==> src/next_prime_finder_top_assert.svh <==
`ifndef NEXT_PRIME_FINDER_TOP_ASSERT_SVH
`define NEXT_PRIME_FINDER_TOP_ASSERT_SVH

// Checks that hold in the same cycle as the trigger.
`define NPF_ASSERT_NOW(lbl, ante, cons, msg) \
  lbl: assert property (@(posedge clk_i) disable iff (!rst_ni) (ante) |-> (cons)) \
    else $error(msg);

// Checks that hold in the cycle after the trigger.
`define NPF_ASSERT_NEXT(lbl, ante, cons, msg) \
  lbl: assert property (@(posedge clk_i) disable iff (!rst_ni) (ante) |=> (cons)) \
    else $error(msg);

`endif

==> src/npf_pkg.sv <==
package npf_pkg;

  localparam int unsigned ValueBitsDef = 16;

  typedef struct packed {
    logic done;
    logic rem_zero;
  } npf_rem_sts_t;

endpackage

==> src/npf_rem.sv <==
module npf_rem import npf_pkg::*; #(
  parameter int unsigned VALUE_BITS = ValueBitsDef,
  parameter int unsigned DIV_BITS   = (VALUE_BITS + 2) / 2 + 1
) (
  input  logic                clk_i,
  input  logic                rst_ni,
  input  logic                start_i,
  input  logic [VALUE_BITS:0] dividend_i,
  input  logic [DIV_BITS-1:0] divisor_i,
  output npf_rem_sts_t        sts_o
);

  localparam int unsigned CntBits = $clog2(VALUE_BITS + 1);

  logic                busy_q, busy_d;
  logic                done_q, done_d;
  logic [CntBits-1:0]  cnt_q, cnt_d;
  logic [VALUE_BITS:0] num_q, num_d;
  logic [DIV_BITS-1:0] den_q, den_d;
  logic [DIV_BITS-1:0] rem_q, rem_d;
  logic [DIV_BITS:0]   trial;

  // One restoring step per cycle, dividend bits taken from the top down.
  assign trial = {rem_q, num_q[VALUE_BITS]};

  always_comb begin
    busy_d = busy_q;
    done_d = 1'b0;
    cnt_d  = cnt_q;
    num_d  = num_q;
    den_d  = den_q;
    rem_d  = rem_q;
    if (start_i) begin
      busy_d = 1'b1;
      cnt_d  = CntBits'(VALUE_BITS);
      num_d  = dividend_i;
      den_d  = divisor_i;
      rem_d  = '0;
    end else if (busy_q) begin
      num_d = {num_q[VALUE_BITS-1:0], 1'b0};
      if (trial >= {1'b0, den_q}) begin
        rem_d = DIV_BITS'(trial - {1'b0, den_q});
      end else begin
        rem_d = DIV_BITS'(trial);
      end
      if (cnt_q == '0) begin
        busy_d = 1'b0;
        done_d = 1'b1;
      end else begin
        cnt_d = cnt_q - 1'b1;
      end
    end
  end

  always_ff @(posedge clk_i or negedge rst_ni) begin
    if (!rst_ni) begin
      busy_q <= 1'b0;
      done_q <= 1'b0;
      cnt_q  <= '0;
    end else begin
      busy_q <= busy_d;
      done_q <= done_d;
      cnt_q  <= cnt_d;
    end
  end

  always_ff @(posedge clk_i) begin
    num_q <= num_d;
    den_q <= den_d;
    rem_q <= rem_d;
  end

  assign sts_o.done     = done_q;
  assign sts_o.rem_zero = (rem_q == '0);

endmodule

==> src/next_prime_finder_top.sv <==
// Channel   Direction  Fields (lowest bit up)
// s_axis    in         tdata: start_value
// m_axis    out        tdata: next_prime
//
// Each trial divisor is tested by the bit-serial remainder unit; an item works through
// all trial divisors of all candidates tried before its result is loaded.
// The input is ready only while no item is in progress; the result waits in an
// output register, and a stalled output holds the block before the result is loaded.
// Reset is asynchronous and clears all control state.
`include "next_prime_finder_top_assert.svh"

module next_prime_finder_top import npf_pkg::*; #(
  parameter int unsigned VALUE_BITS = ValueBitsDef
) (
  input  logic                                 clk_i,
  input  logic                                 rst_ni,
  input  logic                                 s_axis_tvalid_i,
  output logic                                 s_axis_tready_o,
  input  logic [((VALUE_BITS+7)/8)*8-1:0]      s_axis_tdata_i,  // start_value
  output logic                                 m_axis_tvalid_o,
  input  logic                                 m_axis_tready_i,
  output logic [((VALUE_BITS+8)/8)*8-1:0]      m_axis_tdata_o   // next_prime
);

  localparam int unsigned DivBits  = (VALUE_BITS + 2) / 2 + 1;
  localparam int unsigned SqBits   = 2 * DivBits;
  localparam int unsigned OutBits  = ((VALUE_BITS + 8) / 8) * 8;

  localparam logic [1:0] S_IDLE  = 2'd0;
  localparam logic [1:0] S_CHECK = 2'd1;
  localparam logic [1:0] S_DIV   = 2'd2;

  logic [1:0]            state_q, state_d;
  logic [VALUE_BITS-1:0] start_q, start_d;
  logic [VALUE_BITS:0]   cand_q, cand_d;
  logic [DivBits-1:0]    d_q, d_d;
  logic [SqBits-1:0]     sq_q, sq_d;
  logic                  out_valid_q, out_valid_d;
  logic [VALUE_BITS:0]   out_q, out_d;
  logic                  in_beat;
  logic                  out_free;
  logic                  out_load;
  logic                  div_start;
  npf_rem_sts_t          rem_sts;

  assign s_axis_tready_o = (state_q == S_IDLE);
  assign in_beat         = s_axis_tvalid_i && s_axis_tready_o;
  assign out_free        = !out_valid_q || m_axis_tready_i;

  always_comb begin
    state_d     = state_q;
    start_d     = start_q;
    cand_d      = cand_q;
    d_d         = d_q;
    sq_d        = sq_q;
    out_d       = out_q;
    out_load    = 1'b0;
    div_start   = 1'b0;
    out_valid_d = out_valid_q && !m_axis_tready_i;
    case (state_q)
      S_IDLE: begin
        if (in_beat) begin
          start_d = s_axis_tdata_i[VALUE_BITS-1:0];
          cand_d  = {1'b0, s_axis_tdata_i[VALUE_BITS-1:0]} + 1'b1;
          d_d     = DivBits'(2);
          sq_d    = SqBits'(4);
          state_d = S_CHECK;
        end
      end
      S_CHECK: begin
        if (cand_q < (VALUE_BITS+1)'(2)) begin
          cand_d = cand_q + 1'b1;
        end else if (sq_q > SqBits'(cand_q)) begin
          if (out_free) begin
            out_load    = 1'b1;
            out_d       = cand_q;
            out_valid_d = 1'b1;
            state_d     = S_IDLE;
          end
        end else begin
          div_start = 1'b1;
          state_d   = S_DIV;
        end
      end
      S_DIV: begin
        if (rem_sts.done) begin
          if (rem_sts.rem_zero) begin
            cand_d = cand_q + 1'b1;
            d_d    = DivBits'(2);
            sq_d   = SqBits'(4);
          end else begin
            d_d  = d_q + 1'b1;
            sq_d = sq_q + SqBits'({d_q, 1'b1});
          end
          state_d = S_CHECK;
        end
      end
      default: begin
        state_d = S_IDLE;
      end
    endcase
  end

  always_ff @(posedge clk_i or negedge rst_ni) begin
    if (!rst_ni) begin
      state_q     <= S_IDLE;
      out_valid_q <= 1'b0;
    end else begin
      state_q     <= state_d;
      out_valid_q <= out_valid_d;
    end
  end

  always_ff @(posedge clk_i) begin
    start_q <= start_d;
    cand_q  <= cand_d;
    d_q     <= d_d;
    sq_q    <= sq_d;
    out_q   <= out_d;
  end

  npf_rem #(
    .VALUE_BITS (VALUE_BITS),
    .DIV_BITS   (DivBits)
  ) u_rem (
    .clk_i      (clk_i),
    .rst_ni     (rst_ni),
    .start_i    (div_start),
    .dividend_i (cand_q),
    .divisor_i  (d_q),
    .sts_o      (rem_sts)
  );

  assign m_axis_tvalid_o = out_valid_q;
  assign m_axis_tdata_o  = OutBits'(out_q);

  `NPF_ASSERT_NEXT(a_div_returns, state_q == S_DIV, state_q == S_DIV || state_q == S_CHECK, "left division state unexpectedly")
  `NPF_ASSERT_NEXT(a_result_above_start, out_load, out_q > {1'b0, start_q}, "result not above start value")
  `NPF_ASSERT_NOW(a_divisor_min, state_q != S_IDLE, d_q >= DivBits'(2), "trial divisor below two")
  `NPF_ASSERT_NOW(a_no_load_stalled, out_load, !out_valid_q || m_axis_tready_i, "result loaded over a waiting beat")

endmodule

==> config.mk <==
export PLATFORM = sky130hd
export DESIGN_NAME = next_prime_finder_top
export DESIGN_NICKNAME = d
export VERILOG_FILES = /design/src/npf_pkg.sv /design/src/npf_rem.sv /design/src/next_prime_finder_top.sv
export VERILOG_INCLUDE_DIRS = /design/src /design/src/src
export SDC_FILE = /design/constraint.sdc
export NUM_CORES = 1
export LEC_CHECK = 0
export ABC_CLOCK_PERIOD_IN_PS = 4630
export BUFFER_PORTS_ARGS = -buffer_cell sky130_fd_sc_hd__buf_2
export CAP_MARGIN = 10
export CORE_UTILIZATION = 51
export CTS_CLUSTER_SIZE = 12
export DETAILED_ROUTE_END_ITERATION = 10
export HOLD_SLACK_MARGIN = 0.05
export PLACE_DENSITY = 0.65
export SETUP_SLACK_MARGIN = 0.5
export SLEW_MARGIN = 20
export SYNTH_ARGS = -nofsm -noshare
export SYNTH_HDL_FRONTEND = slang
export SYNTH_HIERARCHICAL = 1
export SYNTH_SLANG_ARGS = --single-unit
==> constraint.sdc <==
create_clock -name clk_i -period 4.63 [get_ports clk_i]
set_clock_uncertainty 0.05 [all_clocks]
set_input_delay 0.2315 -clock clk_i [delete_from_list [all_inputs] [get_ports clk_i]]
set_output_delay 0.2315 -clock clk_i [all_outputs]
set_load 0.01 [all_outputs]
* Word-level counts from Yosys, hierarchy flattened
Cells that the tools add are included.
** Storage, ports and cells
- Bits in registers :: 111
- Latch bits :: 0
- Memory bits (writable) :: 0
- Bits in read-only memories :: 0
- Input port bits :: 20
- Output and inout bits :: 26
- Word-level logic and storage cells :: 85
- Memories :: 0
** Cells by class
- Add/subtract/negate cells :: 6
- Multipliers :: 0
- Divide/modulo/power cells :: 0
- Magnitude comparators :: 3
- Equal/unequal tests :: 9
- Shift operators :: 0
- Multiplexer cells :: 38
- Bitwise operators :: 1
- Reductions and logical operators :: 16
** Operator list (number)
- 2-to-1 mux 17 bit :: 6
- 2-to-1 mux 20 bit :: 3
- case mux 17 bit (3 select lines) :: 1
- 2-to-1 mux 10 bit :: 4
- case mux 20 bit (2 select lines) :: 1
- adder 20 x 11 -> 20 bit :: 1
- > comparator 20 x 17 -> 1 bit :: 1
- case mux 10 bit (2 select lines) :: 1
- adder 16 x 1 -> 17 bit (second input constant) :: 1
- adder 17 x 1 -> 17 bit (second input constant) :: 1
- < comparator 17 x 2 -> 1 bit (second input constant) :: 1
- 2-to-1 mux 5 bit :: 3
- 2-to-1 mux 1 bit :: 13
- >= comparator 11 x 10 -> 1 bit :: 1
- adder 10 x 1 -> 10 bit (second input constant) :: 1
- zero test 10 bit :: 1
- 2-to-1 mux 2 bit :: 5
- subtractor 10 bit :: 1
- != test 2 bit (second input constant) :: 4
- AND reduction 4 bit :: 2
- case mux 2 bit (3 select lines) :: 1
- zero test 5 bit :: 1
- AND reduction 5 bit :: 1
- subtractor 5 x 1 -> 5 bit (second input constant) :: 1
- other kinds (13) :: 17

* Logic depth before layout (Yosys ltp)
- Depth after elaboration :: 6
- Gate-level depth with buffers :: 14

* Cells and area by module
The synthesis kept the hierarchy.
** Modules (own cells, without submodules)
- next_prime_finder_top :: times used 1, cells each 385, area an instance 4196.5 um^2, seq. area each 1996.9 um^2
- npf_rem :: times used 1, cells each 196, area an instance 2308.5 um^2, seq. area each 1186.1 um^2

* Least setup slack after synthesis
Ideal clock, no wire load.
- Path kind :: register to register
- From :: register cand_q[11]
- To :: register u_rem.num_q[10] (data pin)
- Library setup time :: 0.260 ns
- Data arrival time :: 3.478 ns
- Required time :: 4.320 ns
- Slack :: 0.843 ns
- Cell stages (with the launch flop) :: 12
- Period minus slack after synthesis :: 3.787 ns
- Cells stage by stage :: edfxtp_1 > inv_1 > ha_1 > a21oi_1 > o21ai_0 > a2111oi_4 > nor4b_4 > nor2_1 > nor2b_1 > buf_1 > clkbuf_1 > mux2_2
** On the way
- Longest elaborated chain between the ends :: 5
- Elaborated cells on any way between the ends :: 6
** Ends and longest elaborated chain
- start: declaration :: line next_prime_finder_top.sv:35 : logic [VALUE_BITS:0] cand_q, cand_d;
- start signal: assignment :: line next_prime_finder_top.sv:116 : cand_q <= cand_d;
- > comparator 20 x 17 -> 1 bit :: line next_prime_finder_top.sv:73 : end else if (sq_q > SqBits'(cand_q)) begin
- 2-to-1 mux 1 bit :: line next_prime_finder_top.sv:73
- 2-to-1 mux 1 bit (*) :: line next_prime_finder_top.sv:71 : if (cand_q < (VALUE_BITS+1)'(2)) begin
- 2-to-1 mux 1 bit (*) :: line next_prime_finder_top.sv:60 : case (state_q)
- net div_start :: line next_prime_finder_top.sv:43 : logic div_start;
- 2-to-1 mux 17 bit (*) :: line npf_rem.sv:33 : if (start_i) begin
- net u_rem.num_d[10] :: line npf_rem.sv:18 : logic [VALUE_BITS:0] num_q, num_d;
- end signal: assignment :: line npf_rem.sv:68 : num_q <= num_d;
- end: declaration :: line npf_rem.sv:18
The timed path passes the listed nets; every way through them passes the cells marked *.
A chain may end at the register's enable or synchronous reset.

* Final worst setup path
- From :: register cand_q[9]
- To :: register u_rem.num_q[6] (data pin)
Same word-level chain as after synthesis.

==> qor.txt <==
Post-synth EDFFs = 91
Syn Inst Count = 581
WL met2 = 5971 microns
Resized cells post-CTS = 0
Setup Fix Bufs, Post-CTS = 0
# diodes = 0
GR Overflow Total = 0
Most frequent cell after synthesis = edfxtp_1
Crit Reg-Reg Startpoint = cand_q[9]
Met1 wire length = 6357 microns
Synth-to-Final Area Change = 10.46%
Die width = 114.9 microns
Status = complete, no violations
Worst hold path type = input pin to flop
IO Port Bufs = 38
Final GP Congestion = 0.9349
Slew margin rel. = 0.4947
Worst Tran Pin Value = 0.7579 ns
Largest net degree at the start of global routing = 34
Wirelength, routed = 13310 microns
CP arrival = 3.58 ns
Vias in the first global route = 4391
Routed vias = 4387
Endpoints failing setup = 0
First-pass detailed-route iteration total = 5
I/O pin count = 46
Synth area leader = edfxtp_1
Clk_lat worst skew = 0.36 ns
Fraction of layout cells with a size suffix above 1 = 0.1616
Num rows = 40
Fin nets = 687
Fill count = 1067
First-pass GRT wire length = 21960 microns
R2R Setup Slk = 1.11 ns
Placement Cell Area = 6847 sq um
Share of the synthesized area in the top cell type = 0.4201
Post-Syn Area = 6505 sq um
Fin crit share = 0.7605
Hold buffers post-CTS = 1
TNS Setup = 0 ns
Largest fanout on the critical path = 33
Max Freq = 0.2840 GHz
Sequential area share after synthesis = 0.4893
Ys flop type = edfxtp_1
Synth cell types = 66
Sink Count = 111
Met3 WL = 683 microns
Top sig layer = met4
Clock transition at path regs = 0.08 ns
Reg area = 3183 sq um
Multi-input gate area = 3074 sq um
Synth cell count leaders = edfxtp_1 (91), nor2_1 (58), ha_1 (45), inv_1 (43)
Drc violations = 0
Die height = 114.9 microns
Root Buffer = clkbuf_16
Ranking of synthesized cells by area = edfxtp_1 (42%), ha_1 (8.7%), dfrtp_1 (3.8%)
CTS tree = done
Final instance area = 7186 sq um
Cells on worst reg2reg path = 10
Post-synthesis area per instance = 11.20 sq um
Post-DP HPWL = 9683 microns
Final ANT Viol Nets = 0
Max Slew Vio Count = 0
Tmin final = 3.521 ns
Core Box Area = 12210 sq um
Synth Register Bits = 111
Startpoint Class = flop
RR Endpoint = u_rem/num_q[6]
Initial core utilization = 0.5327
Worst Setup End Kind = flop
CTS Buffer Depth = 2
Htree depth = 3
Overall routing resource usage = 0.2188
Initial DRC count = 199
TritonCTS Buffers = 9
Die footprint = 13210 sq um
Hold Fails Final Rpt = 0
Yosys warnings = 6
Max-cap violation count = 0
DR WL/cell = 16.79 microns
Crit path from = cand_q[9]
Worst setup endpoint = u_rem/num_q[6]
Worst endpoint required time = 4.69 ns
Critical path type = flop to flop
Vias/cell = 5.532
Async SR Flop Fraction = 0.09009
RSZ-0062 raised after global routing = false
Initial antenna violation count = 0
cell usage in the layout (no fill, tap or decap), types with 15 or more instances in the layout:
cell      synthesis  layout
xnor2_1          22      22
nand2_1          30      30
mux2i_1          15      15
edfxtp_1         91      91
nand3_1          25      25
inv_1            43      43
xor2_1           25      25
buf_2             0      38
a21oi_1          30      30
ha_1             45      45
nor2_1           58      57
mux2_2           21      21
sequential cells by signal, summed over array words and instances (netlist names):
register / flops
u_rem/cnt_q: 5
state_q: 2
m_axis_tvalid_o: 1
u_rem/done_q: 1
u_rem/num_q: 17
cand_q: 17
u_rem/den_q: 10
sq_q: 20
u_rem/rem_q: 10
d_q: 10
out_q: 17
u_rem/busy_q: 1
worst max-delay path: stages, from the launching register on:
cell       delay, ns
edfxtp_1        0.52
inv_1           0.08
ha_1            0.32
a21oi_1         0.12
o21ai_0         0.14
a2111oi_4       0.43
nor4b_4         0.34
nor2_1          0.16
nor2b_4         0.27
buf_4           0.44
mux2_2          0.40
stage by stage:
stage | std cells | hold WS (ns) | setup WS (ns) | utilization
final | 793 | 0.1923 | 1.109 | 0.5884
after global routing | 793 | 0.2177 | 0.7444 | 0.5884
after floorplan | 587 | -0.1141 | 0.8425 | -
after detailed placement | 776 | 0.05837 | 1.097 | 0.5607
after CTS | 793 | 0.1843 | 1.092 | 0.5882
after global placement | 776 | 0.05554 | 1.175 | 0.5607
cells by family (layout without fill, tap and decap cells):
family	after synthesis	count (layout)	synth area share
simple gates	181	181	0.1437
other cells	1	7	0.0005765
compound gates	93	93	0.1048
flops	111	111	0.4893
buf+inv	64	102	0.04443
xor+xnor	47	47	0.06328
mux	37	37	0.06117
fa+ha+maj	47	47	0.09271
cell type report:
class	instances	share of cell area
clock buffer	9	0.03134
multi-input combinational	412	0.4278
inverter	43	0.02246
clock inverter	7	0.01410
sequential	111	0.4430
tap	168	0.02925
timing repair buffer	43	0.03204
how the worst min path moves through the flow:
stage                      startpoint              end  cells after the start
global placement               rst_ni  m_axis_tvalid_o                      1
detailed placement             rst_ni  m_axis_tvalid_o                      1
finish                m_axis_tready_i  m_axis_tvalid_o                      3
CTS                   m_axis_tready_i  m_axis_tvalid_o                      3
floorplan                      rst_ni  m_axis_tvalid_o                      0
global route        s_axis_tdata_i[0]        cand_q[0]                      2
routing by layer:
metal / vias up / GRT usage
li1: 2164 / -
met1: 2090 / 0.2904
met5: - / 0
met2: 108 / 0.3454
met4: 0 / 0.09004
met3: 25 / 0.05166
Power is not shown: default switching activity piles up to over one toggle a cycle in this logic, so the estimate is an artifact.
